--- src/hw/rtl/hmp_pkg.sv ---
// Package for the message padder: item types, controller states and datapath commands.
package hmp_pkg;

  // Width of the message byte counter; the bit length is this count times eight.
  localparam int unsigned ByteCountWidth = 61;

  // Word position within a 512-bit block that holds the low length word.
  localparam logic [3:0] LengthLowSlot = 4'd14;
  localparam logic [3:0] LastSlot      = 4'd15;

  // Padding byte that follows the last message byte.
  localparam logic [7:0] PadByte = 8'h80;

  // Input item.
  typedef struct packed {
    logic [7:0] data_byte;
    logic       byte_present;
    logic       final_item;
  } in_item_t;

  // Result item.
  typedef struct packed {
    logic [31:0] word;
    logic        block_end;
    logic        message_end;
  } out_item_t;

  // Controller states.
  typedef enum logic [2:0] {
    StIdle,
    StPad,
    StZero,
    StLenHi
  } state_e;

  // Source of the word loaded into the output register.
  typedef enum logic [2:0] {
    SrcData,
    SrcPad,
    SrcZero,
    SrcLenLo,
    SrcLenHi
  } word_src_e;

  // Commands from the controller to the datapath.
  typedef struct packed {
    logic      accept;
    logic      load;
    word_src_e src;
    logic      clear;
  } cmd_t;

  // Status from the datapath to the controller.
  typedef struct packed {
    logic out_free;
    logic word_full;
    logic slot_is_len;
  } status_t;

endpackage

--- src/hw/rtl/hmp_ctrl.sv ---
// Controller state machine of the message padder.
module hmp_ctrl (
  input  logic              clk_i,
  input  logic              rst_ni,
  input  logic              in_valid_i,
  input  logic              final_item_i,
  input  hmp_pkg::status_t  status_i,
  output hmp_pkg::cmd_t     cmd_o,
  output logic              in_stall_o
);

  hmp_pkg::state_e state_q, state_d;
  logic            take;

  // An item is taken only in idle and only when the output register can load.
  assign take       = in_valid_i && (state_q == hmp_pkg::StIdle) && status_i.out_free;
  assign in_stall_o = !((state_q == hmp_pkg::StIdle) && status_i.out_free);

  // Next state.
  always_comb begin
    state_d = state_q;
    case (state_q)
      hmp_pkg::StIdle: begin
        if (take && final_item_i) begin
          state_d = hmp_pkg::StPad;
        end
      end
      hmp_pkg::StPad: begin
        if (status_i.out_free) begin
          state_d = hmp_pkg::StZero;
        end
      end
      hmp_pkg::StZero: begin
        if (status_i.out_free && status_i.slot_is_len) begin
          state_d = hmp_pkg::StLenHi;
        end
      end
      hmp_pkg::StLenHi: begin
        if (status_i.out_free) begin
          state_d = hmp_pkg::StIdle;
        end
      end
      default: state_d = hmp_pkg::StIdle;
    endcase
  end

  // Command outputs.
  always_comb begin
    cmd_o.accept = take;
    cmd_o.load   = 1'b0;
    cmd_o.src    = hmp_pkg::SrcData;
    cmd_o.clear  = 1'b0;
    case (state_q)
      hmp_pkg::StIdle: begin
        cmd_o.load = take && status_i.word_full;
        cmd_o.src  = hmp_pkg::SrcData;
      end
      hmp_pkg::StPad: begin
        cmd_o.load = status_i.out_free;
        cmd_o.src  = hmp_pkg::SrcPad;
      end
      hmp_pkg::StZero: begin
        cmd_o.load = status_i.out_free;
        cmd_o.src  = status_i.slot_is_len ? hmp_pkg::SrcLenLo : hmp_pkg::SrcZero;
      end
      hmp_pkg::StLenHi: begin
        cmd_o.load  = status_i.out_free;
        cmd_o.src   = hmp_pkg::SrcLenHi;
        cmd_o.clear = status_i.out_free;
      end
      default: begin
        cmd_o.load = 1'b0;
      end
    endcase
  end

  // State register.
  always_ff @(posedge clk_i or negedge rst_ni) begin
    if (!rst_ni) begin
      state_q <= hmp_pkg::StIdle;
    end else begin
      state_q <= state_d;
    end
  end

endmodule

--- src/hw/rtl/hmp_datapath.sv ---
// Datapath of the message padder: word packing, counters, length and output register.
module hmp_datapath (
  input  logic                clk_i,
  input  logic                rst_ni,
  input  hmp_pkg::in_item_t   in_item_i,
  input  hmp_pkg::cmd_t       cmd_i,
  output hmp_pkg::status_t    status_o,
  output logic                out_valid_o,
  output hmp_pkg::out_item_t  out_item_o,
  input  logic                out_stall_i
);

  logic [31:0]                          partial_q, partial_d;
  logic [1:0]                           byte_slot_q, byte_slot_d;
  logic [3:0]                           word_slot_q, word_slot_d;
  logic [hmp_pkg::ByteCountWidth-1:0]   byte_total_q, byte_total_d;
  logic                                 out_valid_q, out_valid_d;
  hmp_pkg::out_item_t                   out_item_q, out_item_d;
  logic [4:0]                           shift_amt;
  logic [31:0]                          with_byte;
  logic [31:0]                          with_pad;
  logic [63:0]                          bit_length;
  logic [31:0]                          word_sel;

  // Byte insertion and padding, first byte in the low bits.
  assign shift_amt  = {byte_slot_q, 3'b000};
  assign with_byte  = partial_q | (32'(in_item_i.data_byte) << shift_amt);
  assign with_pad   = partial_q | (32'(hmp_pkg::PadByte) << shift_amt);
  assign bit_length = 64'(byte_total_q) << 3;

  // Status towards the controller.
  assign status_o.out_free    = !out_valid_q || !out_stall_i;
  assign status_o.word_full   = in_item_i.byte_present && (byte_slot_q == 2'd3);
  assign status_o.slot_is_len = (word_slot_q == hmp_pkg::LengthLowSlot);

  // Word selection for the output register.
  always_comb begin
    case (cmd_i.src)
      hmp_pkg::SrcData:  word_sel = with_byte;
      hmp_pkg::SrcPad:   word_sel = with_pad;
      hmp_pkg::SrcZero:  word_sel = 32'd0;
      hmp_pkg::SrcLenLo: word_sel = bit_length[31:0];
      hmp_pkg::SrcLenHi: word_sel = bit_length[63:32];
      default:           word_sel = 32'd0;
    endcase
  end

  // Message state updates.
  always_comb begin
    partial_d    = partial_q;
    byte_slot_d  = byte_slot_q;
    word_slot_d  = word_slot_q;
    byte_total_d = byte_total_q;
    if (cmd_i.accept && in_item_i.byte_present) begin
      byte_slot_d  = byte_slot_q + 2'd1;
      byte_total_d = byte_total_q + {{(hmp_pkg::ByteCountWidth-1){1'b0}}, 1'b1};
      partial_d    = (byte_slot_q == 2'd3) ? 32'd0 : with_byte;
    end
    if (cmd_i.load) begin
      word_slot_d = word_slot_q + 4'd1;
    end
    if (cmd_i.clear) begin
      partial_d    = '0;
      byte_slot_d  = '0;
      word_slot_d  = '0;
      byte_total_d = '0;
    end
  end

  // Output register: loads on command, empties when taken.
  always_comb begin
    out_valid_d = out_valid_q;
    out_item_d  = out_item_q;
    if (cmd_i.load) begin
      out_valid_d             = 1'b1;
      out_item_d.word         = word_sel;
      out_item_d.block_end    = (word_slot_q == hmp_pkg::LastSlot);
      out_item_d.message_end  = (cmd_i.src == hmp_pkg::SrcLenHi);
    end else if (!out_stall_i) begin
      out_valid_d = 1'b0;
    end
  end

  // Control registers.
  always_ff @(posedge clk_i or negedge rst_ni) begin
    if (!rst_ni) begin
      partial_q    <= '0;
      byte_slot_q  <= '0;
      word_slot_q  <= '0;
      byte_total_q <= '0;
      out_valid_q  <= 1'b0;
    end else begin
      partial_q    <= partial_d;
      byte_slot_q  <= byte_slot_d;
      word_slot_q  <= word_slot_d;
      byte_total_q <= byte_total_d;
      out_valid_q  <= out_valid_d;
    end
  end

  // Output payload register.
  always_ff @(posedge clk_i) begin
    out_item_q <= out_item_d;
  end

  assign out_valid_o = out_valid_q;
  assign out_item_o  = out_item_q;

`ifndef ASSERT_OFF
  // The low length word always lands on word 14 of its block.
  assert property (@(posedge clk_i) disable iff (!rst_ni)
    cmd_i.load && (cmd_i.src == hmp_pkg::SrcLenLo) |-> word_slot_q == hmp_pkg::LengthLowSlot)
    else $error("low length word not at word 14");

  // The high length word closes a block.
  assert property (@(posedge clk_i) disable iff (!rst_ni)
    cmd_i.load && (cmd_i.src == hmp_pkg::SrcLenHi) |-> word_slot_q == hmp_pkg::LastSlot)
    else $error("high length word not at word 15");

  // After the message the byte total, word slot and byte slot are back at zero.
  assert property (@(posedge clk_i) disable iff (!rst_ni)
    cmd_i.clear |=> (byte_total_q == '0) && (word_slot_q == 4'd0) && (byte_slot_q == 2'd0))
    else $error("state not cleared after message");

  // The output register never loads over an item still waiting to be taken.
  assert property (@(posedge clk_i) disable iff (!rst_ni)
    cmd_i.load |-> (!out_valid_q || !out_stall_i))
    else $error("output item overwritten");
`endif

endmodule

--- src/hw/rtl/hash_message_padder_top.sv ---
// Top level of the MD5 message padder: controller and datapath.
//
//   channel  | direction | handshake            | payload
//   ---------+-----------+----------------------+--------------------------
//   in       | input     | in_valid_i/in_stall_o  | hmp_pkg::in_item_t
//   out      | output    | out_valid_o/out_stall_i| hmp_pkg::out_item_t
//
// Byte items can follow back to back while the output is taken.
// A final item is followed by 3 to 18 padding and length words, one per cycle while the output
// is taken, from the controller's padding sequence, during which the input is stalled.
// Reset clears all counters and the output valid; the block is then ready for a message.
// An output stall holds the output register and stalls the input and the padding sequence.
module hash_message_padder_top (
  input  logic                clk_i,
  input  logic                rst_ni,
  input  logic                in_valid_i,
  output logic                in_stall_o,
  input  hmp_pkg::in_item_t   in_item_i,
  output logic                out_valid_o,
  input  logic                out_stall_i,
  output hmp_pkg::out_item_t  out_item_o
);

  hmp_pkg::cmd_t    cmd;
  hmp_pkg::status_t status;

  // Sequencing of input, padding and length words.
  hmp_ctrl u_ctrl (
    .clk_i        (clk_i),
    .rst_ni       (rst_ni),
    .in_valid_i   (in_valid_i),
    .final_item_i (in_item_i.final_item),
    .status_i     (status),
    .cmd_o        (cmd),
    .in_stall_o   (in_stall_o)
  );

  // Word packing, counters and output register.
  hmp_datapath u_datapath (
    .clk_i       (clk_i),
    .rst_ni      (rst_ni),
    .in_item_i   (in_item_i),
    .cmd_i       (cmd),
    .status_o    (status),
    .out_valid_o (out_valid_o),
    .out_item_o  (out_item_o),
    .out_stall_i (out_stall_i)
  );

endmodule
--- config.mk ---
export PLATFORM = sky130hd
export DESIGN_NAME = hash_message_padder_top
export DESIGN_NICKNAME = d
export VERILOG_FILES = /design/src/hw/rtl/hmp_pkg.sv /design/src/hw/rtl/hmp_ctrl.sv /design/src/hw/rtl/hmp_datapath.sv /design/src/hw/rtl/hash_message_padder_top.sv
export SDC_FILE = /design/constraint.sdc
export NUM_CORES = 1
export LEC_CHECK = 0
export ABC_AREA = 1
export BUFFER_PORTS_ARGS = -buffer_cell sky130_fd_sc_hd__buf_2
export CELL_PAD_IN_SITES_DETAIL_PLACEMENT = 0
export CELL_PAD_IN_SITES_GLOBAL_PLACEMENT = 1
export CORE_AREA = 8 8 137 152
export DETAILED_ROUTE_END_ITERATION = 8
export DIE_AREA = 0 0 145 160
export GPL_TIMING_DRIVEN = 0
export PLACE_DENSITY = 0.91
export SETUP_SLACK_MARGIN = 0.05
export SLEW_MARGIN = 20
export SYNTH_ARGS = -nofsm -noshare
export SYNTH_HDL_FRONTEND = slang
export SYNTH_SLANG_ARGS = --single-unit
--- constraint.sdc ---
create_clock -name clk_i -period 3.2 [get_ports clk_i]
set_input_delay 0.64 -clock clk_i [delete_from_list [all_inputs] [get_ports clk_i]]
set_output_delay 0.64 -clock clk_i [all_outputs]
set_load 0.1 [all_outputs]
==> impl_metrics.env <==
export IMPL_place_congestion=0.955
export IMPL_p_clk_share_pct=26.6
export IMPL_relSlewSlack_pct=45.9
export IMPL_ys_seq_area_share_pct=43.6
export IMPL_hp_class="input pin to async pin"
export IMPL_cp_max_fo=10
export IMPL_core_area_um2=18200
export IMPL_synth_area_per_cell_um2=7.43
export IMPL_crit_type="flip-flop to flip-flop"
export IMPL_grt_max_degree=73
export IMPL_firstDrtPassIters=5
export IMPL_status="complete, no violations"
export IMPL_pwr_share_comb_pct=44.0
export IMPL_synth_cells=1104
export IMPL_ant_nets=0
export IMPL_final_nets=1201
export IMPL_clock_latency_ns=0.43
export IMPL_stdcell_count=1430
export IMPL_final_common_cell="nand2_1"
export IMPL_rr_startpoint="u_ctrl.state_q[0]$_DFFE_PN0P_"
export IMPL_yosysWarnings=0
export IMPL_die_area_um2=23200
export IMPL_syn_nets=1131
export IMPL_htree_levels=4
export IMPL_final_cell_mix="277 x nand2_1, 156 x nor2_1, 119 x inv_1"
export IMPL_cp_start_kind="flip-flop"
export IMPL_period_needed_ns=2.51
export IMPL_startpoint="u_ctrl.state_q[0]$_DFFE_PN0P_"
export IMPL_end_kind="flip-flop"
export IMPL_dpl_hpwl_mm=21.3
export IMPL_maxCapViolations=0
export IMPL_diodes=0
export IMPL_synthesis_area_um2=8200
export IMPL_fillers=1773
export IMPL_worstMarginPinSlew_ns=0.812
export IMPL_track_usage_pct=24.3
export IMPL_grt_pass1_vias=7976
export IMPL_overflow=0
export IMPL_p_seq_share_pct=29.4
export IMPL_p_sw_w=0.00382
export IMPL_start_util_pct=45.2
export IMPL_leakagePower_nw=3.95
export IMPL_clk_pin_slew_ns=0.06
export IMPL_io_buffers=49
export IMPL_cts_root_buf="clkbuf_16"
export IMPL_drv_slew=0
export IMPL_hold_viol_final=0
export IMPL_dieWidth_um=145
export IMPL_worstPathArrival_ns=2.75
export IMPL_num_vias=7882
export IMPL_grt_pass1_wl_mm=44.2
export IMPL_route_detailed_drc=0
export IMPL_post_drt_wl_per_cell_um=19.4
export IMPL_dieHeight_um=160
export IMPL_clockBufferDepth=2
export IMPL_power_density_nw_per_um2=842
export IMPL_grt_antenna_before_repair=0
export IMPL_holdWs_ns=0.0875
export IMPL_final_setup_skew_ns=0.00945
export IMPL_row_count=52
export IMPL_synth_cell_types=44
export IMPL_cts_sinks=136
export IMPL_drt_wl_total_mm=27.7
export IMPL_postCtsResizedCells=0
export IMPL_area_growth_pct=15.3
export IMPL_p_sw_share_pct=48.0
export IMPL_ioPinCount=50
export IMPL_vdd_ir_drop_max_mv=0.575
export IMPL_tns_ns=0
export IMPL_p_int_w=0.00413
export IMPL_rsz0062_at_grt="no"
export IMPL_via_per_inst=5.51
export IMPL_final_period_utilization_pct=78.3
export IMPL_drt_iter0_markers=727
export IMPL_worst_endpoint_required_ns=3.44
export IMPL_numCtsBuffers=17
export IMPL_cts_tree="done"
export IMPL_drive_above_1_share_pct=13.2
export IMPL_holdBufCountCts=0
export IMPL_synth_seq_cells=136
export IMPL_setup_viol=0
export IMPL_cts_setup_buffers=0
export IMPL_max_clock_freq_mhz=399
export IMPL_dp_cells=1398
-- cells by family after synthesis --
logic type                 share of synthesized area, %
buffers and inverters                              8.13
xor gates and xnor gates                          0.107
and+or+nand+nor                                    31.0
AOI/OAI and AO/OA                                  15.1
muxes                                             0.122
adders and majority gates                          1.98
DFF                                                43.6
-- layout make-up --
| cell class | instances | area [um^2] | area share, % |
|---|---|---|---|
| plain buffers | 40 | 201 | 2.13 |
| clock buffers | 22 | 495 | 5.24 |
| clock inverters | 10 | 140 | 1.48 |
| inverters | 124 | 465 | 4.92 |
| multi-input cells | 804 | 3970 | 42.0 |
| flip-flops and latches | 136 | 3570 | 37.8 |
| well taps | 243 | 304 | 3.22 |
| repair buffers | 51 | 307 | 3.24 |
-- critical path: stages (launching register included) --
cell	delay [ns]
dfrtp_1	0.41
inv_1	0.18
ha_1	0.19
clkbuf_1	0.54
clkbuf_1	0.55
a22oi_1	0.18
a31oi_1	0.27
-- synth_stat cells, drive strengths merged --
cell type,number,area share [%]
a211oi,1,0.092
a21oi,60,3.7
a221oi,1,0.11
a22o,1,0.11
a22oi,12,1.1
a2bb2oi,1,0.11
a31oi,25,2.7
and2,1,0.092
and3,1,0.076
buf,23,1.7
clkbuf,17,0.78
clkinv,3,0.14
dfrtp,102,31
edfxtp,34,12
ha,13,2.0
inv,121,5.5
mux2i,1,0.12
nand2,289,14
nand3,69,4.4
nand3b,2,0.18
nand4,28,2.1
nor2,177,9.6
nor3,7,0.55
nor3b,1,0.15
nor4,1,0.076
o21ai,100,6.2
o21bai,5,0.46
o22ai,7,0.61
xor2,1,0.11
-- layer usage --
layer	vias up	track usage (%)	wire, um
li1	3778	-	-
met1	3675	29.3	11200
met2	342	39.6	12900
met3	87	4.18	1890
met4	0	15.7	1670
met5	-	0	0
-- worst paths after layout --
path / to / depth (start not counted) / slack (ns)
worst max-delay path: u_datapath.out_item_o[28]$_DFFE_PP_ / 6 / 0.69
worst min-delay path: u_ctrl.state_q[1]$_DFFE_PN0P_ / 1 / 0.09
worst max register to register: u_datapath.out_item_o[28]$_DFFE_PP_ / 6 / 0.69
worst min register to register: u_datapath.byte_total_q[11]$_DFFE_PN0P_ / 1 / 0.53
max in group asynchronous: u_datapath.byte_total_q[59]$_DFFE_PN0P_ / 2 / 2.43
min in group clk_i: u_datapath.byte_total_q[11]$_DFFE_PN0P_ / 1 / 0.53
-- stage by stage --
stage / worst slack, ns / instance area [um^2] / total power [W] / util [%]
final: 0.695 / 9450 / 0.00796 / 52.1
after global routing: 0.534 / 9450 / 0.00827 / 52.1
after CTS: 0.718 / 9450 / 0.00794 / 52.1
after detailed placement: 0.744 / 8820 / 0.00584 / 48.6
after global placement: 0.0828 / 8750 / 0.00577 / 48.2
after floorplan: 0.625 / 8200 / 0.00486 / -
-- state kept, by name, summed over array words and instances, names as in the netlist --
register and flops:
u_datapath.byte_slot_q 2, u_datapath.word_slot_q 4, u_datapath.out_item_o 34, u_ctrl.state_q 2
u_datapath.out_valid_o 1, u_datapath.partial_q 32, u_datapath.byte_total_q 61
-- power groups by stage --
stage | Sequential, W | Clock (W) | Combinational, W
finish | 0.00234 | 0.00212 | 0.00350
global route | 0.00238 | 0.00219 | 0.00370
CTS | 0.00234 | 0.00213 | 0.00348
detailed placement | 0.00237 | 0 | 0.00347
global placement | 0.00237 | 0 | 0.00340
floorplan | 0.00353 | 0 | 0.00133
(Power assumes the default switching activity.)
